===== src/rtl/pbwa_pkg.sv =====
`timescale 1ns / 1ps

package pbwa_pkg;

  localparam int PITCH_W    = 15;
  localparam int BIN_IDX_W  = 7;
  localparam int CNT_W      = 24;
  localparam int SUM_W      = 39;
  localparam int ALL_W      = 32;
  localparam int SHIFT_W    = 13;
  localparam int WLEN_W     = 7;
  localparam int CFG_W      = 13;
  localparam int CFG_IDX_W  = 2;
  localparam int DIST_W     = 17;
  localparam int SPAN_SHIFT = 8;

  // Low edge of bin 0 in Q.8 semitones (23.5)
  localparam logic [DIST_W-1:0] BASE_Q8 = 17'd6016;

  localparam logic [CNT_W-1:0] CNT_MAX = {CNT_W{1'b1}};
  localparam logic [SUM_W-1:0] SUM_MAX = {SUM_W{1'b1}};
  localparam logic [ALL_W-1:0] ALL_MAX = {ALL_W{1'b1}};

  typedef enum logic [CFG_IDX_W-1:0] {
    REG_WINDOW_ENABLE = 2'd0,
    REG_WINDOW_LENGTH = 2'd1,
    REG_TUNING_SHIFT  = 2'd2
  } cfg_reg_t;

  // Bins hit by one pitch: bin_hi when in range, bin_hi-1 too on a shared edge
  typedef struct packed {
    logic                 hit_lo;
    logic                 hit_hi;
    logic [BIN_IDX_W-1:0] bin_hi;
  } match_t;

endpackage


===== src/rtl/pbwa_bin_match.sv =====
`timescale 1ns / 1ps

module pbwa_bin_match import pbwa_pkg::*; #(
  parameter int NUM_BINS = 96
) (
  input  logic                      [PITCH_W-1:0] pitch_q8,
  input  logic signed               [SHIFT_W-1:0] tuning_shift,
  output match_t                                  match
);

  logic [DIST_W-1:0]    rel_q8;
  logic                 neg;
  logic                 on_edge;
  logic [BIN_IDX_W-1:0] bin;
  logic [BIN_IDX_W:0]   bin_ext;
  logic [BIN_IDX_W:0]   num_bins;

  // Distance above the low edge of bin 0, shift sign-extended
  assign rel_q8 = DIST_W'(pitch_q8) - BASE_Q8
                - {{(DIST_W-SHIFT_W){tuning_shift[SHIFT_W-1]}}, tuning_shift};

  assign neg      = rel_q8[DIST_W-1];
  assign on_edge  = (rel_q8[SPAN_SHIFT-1:0] == '0);
  assign bin      = rel_q8[SPAN_SHIFT+BIN_IDX_W-1:SPAN_SHIFT];
  assign bin_ext  = {1'b0, bin};
  assign num_bins = (BIN_IDX_W+1)'(NUM_BINS);

  always_comb begin
    match.bin_hi = bin;
    match.hit_hi = !neg && (bin_ext < num_bins);
    match.hit_lo = !neg && on_edge && (bin != '0) && (bin_ext <= num_bins);
  end

endmodule


===== config.mk =====
export PLATFORM = sky130hd
export DESIGN_NAME = pbwa_bin_match
export DESIGN_NICKNAME = d
export VERILOG_FILES = /design/src/rtl/pbwa_pkg.sv /design/src/rtl/pbwa_bin_match.sv
export SDC_FILE = /design/constraint.sdc
export NUM_CORES = 1
export LEC_CHECK = 0
export ABC_AREA = 1
export BUFFER_PORTS_ARGS = -buffer_cell sky130_fd_sc_hd__buf_4
export CORE_ASPECT_RATIO = 0.75
export CORE_MARGIN = 2
export CORE_UTILIZATION = 45
export DETAILED_ROUTE_END_ITERATION = 10
export GPL_TIMING_DRIVEN = 1
export PLACE_DENSITY = 0.7
export SLEW_MARGIN = 40
export SYNTH_ARGS = -nofsm -noshare
export SYNTH_HDL_FRONTEND = slang
export SYNTH_SLANG_ARGS = --single-unit
export TNS_END_PERCENT = 5

===== constraint.sdc =====
create_clock -name vclk -period 4.4
set_input_delay 0 -clock vclk [all_inputs]
set_output_delay 0 -clock vclk [all_outputs]
set_load 0.1 [all_outputs]

Word level (Yosys, flattened, before mapping)

Index checks and enable logic that the tools add are counted.
Widths: inputs -> output; s select.

Flip-flop bits (word level): 0
Word-level logic and storage cells: 11

$add $sub $neg: 2
Reductions and logical operators: 7
Magnitude comparators: 2

Operator list:

| operator               | count |
|---|---|
| $sub 16x13->17         | 1 |
| $sub 15x13->16 const B | 1 |
| $logic_not 8->1        | 1 |
| $le 7x7->1 const B     | 1 |
| $lt 7x7->1 const B     | 1 |
| $reduce_bool 7->1      | 1 |
| $logic_and 1x1->1      | 4 |
| $logic_not 1->1        | 1 |

Depth between registers and ports, before layout

Gate-level depths: netlist (run 1).

Depth after elaboration: 6
Mapped depth: 18
Depth with buffers taken out: 18

Worst setup path before layout (run 1)

No wires, ideal clock.

Path type: input -> output
Start: input port pitch_q8[7]
End: output port match[8] (netlist name)
Path slack: 0.920 ns
Stages: 16
Arrival time: 3.480 ns
Path through: ha_1 -> nand3_1 -> nand2_1 -> nand2_1 -> nand2_1 -> nand2_1 -> ha_1 -> a21oi_1 -> o21ai_0 -> nor2_1 -> nand3_1 -> nand2_1 -> nor2_1 -> nand2_1 -> nand2_1 -> nor2_1

RTL lines:

| item            | line                | text |
|---|---|---|
| start, declared | pbwa_bin_match.sv:6 | `input logic [PITCH_W-1:0] pitch_q8,` |
| end, declared   | pbwa_bin_match.sv:8 | `output match_t match` |

==> impl_metrics.toml, run 1 <==
[status]
status = "finished clean"

[worst_setup_path]
end_kind = "primary output"
crit_fanout = 6
critPathBufInv = 4
critPathMaxStageDelay_ps = 350
worstSetupPathType = "in -> out"
arrival_ps = 2270
path_cells = "buf_4 -> nand3_1 -> o21ai_0 -> xnor2_1 -> inv_1 -> ha_1 -> nand2_1 -> inv_1 -> nand2_1 -> nand2_1 -> a21oi_1 -> nand2_1 -> nand2_1 -> nand2_2 -> nand2_1 -> nor2_1 -> nand2_1 -> nand2_1 -> nor2_1 -> buf_4"
required_ps = 4400
critPathMostFrequentCell = "nand2_1"
worstSetupStartpoint = "pitch_q8[9]"
slowest_stage = "ha_1"
start_kind = "input port"
critPathTopFamily = "simple AND/OR/NAND/NOR gates"

[logic_synthesis]
yosysWarnings = 0
synth_area_sq_um = 1310
synth_seq_area_share_pct = 0
synth_cell_types = 20
netlist_instances = 263
avgSynthCellArea_sq_um = 5.00
syn_nets = 309

[routing]
num_vias = 1555
totalWireLength_mm = 3.11
first_pass_iters = 4
viasPerCell = 4.63
wl_per_cell_um = 9.26
ant_nets = 0
drt_iter0_drc = 73
drc = 0

[placement]
place_inst = 336
gp_congestion = 0.910
numPortBuffers = 37
post_dp_cell_area_sq_um = 1640
hpwl_mm = 2.88
preCtsSetupSlack_ps = 2130

[power]
power_uw = 397
p_leak_nw = 1.08
powerDensity_nw_per_um2 = 243
ir_drop_mv = 0.105

[global_route]
grt_max_degree = 7
grt_pass1_vias = 1292
track_usage_pct = 20.3
antenna_found_initial = 0
overflow = 0
grt_pass1_wl_mm = 5.62

[floorplanning]
ios = 37
dieArea_sq_um = 3370
start_util_pct = 49.0
num_rows = 16
fp.dieH_um = 50.8
core-area_sq_um = 2680
die_w_um = 66.4

[cells_and_area]
nNetsFinal = 348
seq_cell_count = 0
multiInputGateArea_sq_um = 1070
final_cell_mix = "nand2_1 (94), inv_1 (63), buf_4 (37)"
clock_buffers = 0
fin_cells = 336
antenna_cells = 0
ff_latch_area_sq_um = 0
fillers = 281
final_common_cell = "nand2_1"
drive_gt1_share_pct = 17.0
area_delta_synth_final_pct = 24.6
fin_area_sq_um = 1640

[timing]
setup_viol = 0
final_hold_viol_count = 0
slew_headroom_pct = 78.7
period_share_pct = 51.6
rsz0062_at_grt = "false"
setup-tns-final_ps = 0
worstMarginPinSlew_ps = 316
period_needed_ps = 2270
drv_slew = 0
fmax_ghz = 0.440
setup_ws_ps = 2130

[cts]
hold_buffers = 0
postCtsSetupRepairBufs = 0
cts_resized = 0

[worst_hold_path]
hold_class = "in -> out"
worstHoldStart = "tuning_shift[11]"

[flow_run]
drv_cap = 0
Yosys cell counts (all sizes together):
master	number	share of area (%)
nand2	101	30
inv	64	18
nand3	23	9.9
nor2	23	6.8
ha	17	16
a21oi	10	4.4
nand4	7	3.3
xor2	5	3.3
o21ai	3	1.1
xnor2	3	2.0
and2	2	0.95
nand3b	2	1.1
fa	1	1.5
nor3	1	0.38
or2	1	0.48
where the power goes:
| part | internal [mW] | switching (mW) | total [mW] |
|---|---|---|---|
| combinational | 0.115 | 0.282 | 0.397 |
| clock | 0 | 0 | 0 |
| sequential | 0 | 0 | 0 |
| total | 0.115 | 0.282 | 0.397 |
final timing paths:
kind | cells after the start | slack, ps | to
setup / recovery | 20 | 2130 | match[8]
hold / removal | 7 | 810 | match[3]
per-layer routing:
layer	wire length, um	global-route usage [%]
met1	1880	35.4
met4	0	0
met2	1090	28.2
met5	0	0
met3	144	0
cells by family after synthesis:
logic type                 share of synthesized area (%)
buffers and inverters                               18.3
AOI/OAI and AO/OA                                   5.52
adders and majority gates                           17.7
xor gates and xnor gates                            5.33
and+or+nand+nor                                     53.1
final cells by class:
cell class | instances | area share, %
Timing Repair Buffer | 37 | 17.0
Multi-Input combinational cell | 199 | 65.6
Tap cell | 36 | 2.75
Inverter | 64 | 14.7
metrics by stage:
step / utilization [%] / hold WS [ps]
finish: 61.0 / 807
global route: 61.0 / 897
CTS: 61.0 / 807
detailed placement: 61.0 / 807
global placement: 61.0 / 807
floorplan: - / 661
Power figures use the tool's default switching activity.
==> run 2, diff against run 1 <==
--- a/config.mk
+++ b/config.mk
@@ -12,7 +12,7 @@
 export CORE_UTILIZATION = 45
 export DETAILED_ROUTE_END_ITERATION = 10
 export GPL_TIMING_DRIVEN = 1
-export PLACE_DENSITY = 0.7
+export PLACE_DENSITY = 0.73
 export SLEW_MARGIN = 40
 export SYNTH_ARGS = -nofsm -noshare
 export SYNTH_HDL_FRONTEND = slang
==> constraint.sdc (replaced) <==
create_clock -name vclk -period 1.9
set_input_delay 0 -clock vclk [all_inputs]
set_output_delay 0 -clock vclk [all_outputs]
set_load 0.1 [all_outputs]
==> impl_metrics.toml, run 2 (synthesis results as in run 1) <==
[worst_setup_path]
end_kind = "primary output"
worstSetupPathType = "in -> out"
start_kind = "input port"
required_ps = 1900
worstSetupStartpoint = "pitch_q8[8]"
arrival_ps = 2120
crit_fanout = 3

[placement]
gp_congestion = 0.879
hpwl_mm = 3.05
numPortBuffers = 37

[timing]
period_share_pct = 112
final_hold_viol_count = 0
drv_slew = 0
worstMarginPinSlew_ps = 280
slew_headroom_pct = 81.5
hold_slack_ps = 888
setup_ws_ps = -224
setup_viol = 4
period_needed_ps = 2120
fmax_ghz = 0.471
rsz0062_at_grt = "true"

[routing]
num_vias = 1724
wl_per_cell_um = 11.0
viasPerCell = 4.76
drt_iter0_drc = 124
dr_wl_met3_um = 283
first_pass_iters = 5
route.met2.wl_mm = 1.94
ant_nets = 0
top_layer = "met4"
totalWireLength_mm = 3.97
wirelength_met1_mm = 1.71
drc = 0

[cells_and_area]
final_common_cell = "nand2_1"
drive_gt1_share_pct = 35.3
clock_buffers = 0
area_delta_synth_final_pct = 63.4
final_cell_mix = "nand2_1 (84), inv_1 (58), buf_4 (51)"
fillers = 213
ff_latch_area_sq_um = 0
seq_cell_count = 0
nNetsFinal = 374
antenna_cells = 0

[global_route]
grt_max_degree = 7
grt_pass1_wl_mm = 6.18
overflow = 0
antenna_found_initial = 0
grt_pass1_vias = 1462
track_usage_pct = 22.7

[power]
powerDensity_nw_per_um2 = 597
ir_drop_mv = 0.234
power_mw = 1.28
p_leak_nw = 1.25

[status]
failed_checks = "setup timing"
status = "finished with violations"

[floorplanning]
dieArea_sq_um = 3370
ios = 37
start_util_pct = 49.0
fp.dieH_um = 50.8
die_w_um = 66.4
core-area_sq_um = 2680
num_rows = 16

[worst_hold_path]
hold_class = "in -> out"
min_to = "match[8]"
holdPathStages = 10
worstHoldStart = "pitch_q8[3]"

[flow_run]
drv_cap = 0
[run 2: worst max path at each step]
stage / to / cells after the start
after floorplan: match[8] / 14
after global placement: match[7] / 17
after detailed placement: match[7] / 17
after CTS: match[7] / 16
after global routing: match[7] / 16
final: match[7] / 18
[run 2: critical path, stage by stage]
cell and delay (ps):
buf_8 80, ha_4 130, nand3_2 70, xor2_1 170, ha_1 330, buf_4 160
nand2_2 80, inv_1 50, nand2_1 70, nand2_1 80, a21oi_2 130, nand2_1 60
nand2_1 70, nand2_2 70, a21oi_2 120, or2_1 160, clkinvlp_4 110, buf_12 170
[run 2: timing repair]
item	in CTS	in global routing
gates cloned	0	0
endpoints found under the setup margin	6	7
gates resized for setup	25	34
hold buffers	0	0
pin swaps	12	21
buffers inserted	1	4
[run 2: metrics by stage]
| stage | instance area, sq um | TNS, ps | instances | worst slack (ps) | util (%) |
|---|---|---|---|---|---|
| final | 2150 | -462 | 362 | -224 | 80.0 |
| after global routing | 2150 | -1020 | 362 | -340 | 80.0 |
| after CTS | 2000 | -370 | 358 | -216 | 74.6 |
| after detailed placement | 1880 | -1040 | 357 | -372 | 70.1 |
| after global placement | 1880 | -953 | 357 | -338 | 70.1 |
| after floorplan | 1400 | -454 | 263 | -294 | - |
[run 2: power by group]
| group | switching [mW] | internal (mW) | total, mW |
|---|---|---|---|
| Sequential | 0 | 0 | 0 |
| Clock | 0 | 0 | 0 |
| Combinational | 0.784 | 0.498 | 1.28 |
| Total | 0.784 | 0.498 | 1.28 |
[run 2: layout make-up]
type	instances	area (sq um)	area share (%)
inverter	64	244	11.4
multi-input combinational	199	1280	59.8
tap	36	45.0	2.10
timing repair buffer	63	573	26.7
[run 2: per-layer routing]
metal / vias to the layer above / track usage [%]
li1: 928 / -
met1: 723 / 33.2
met2: 69 / 38.3
met3: 4 / 0.897
met4: 0 / 1.36
met5: - / 0
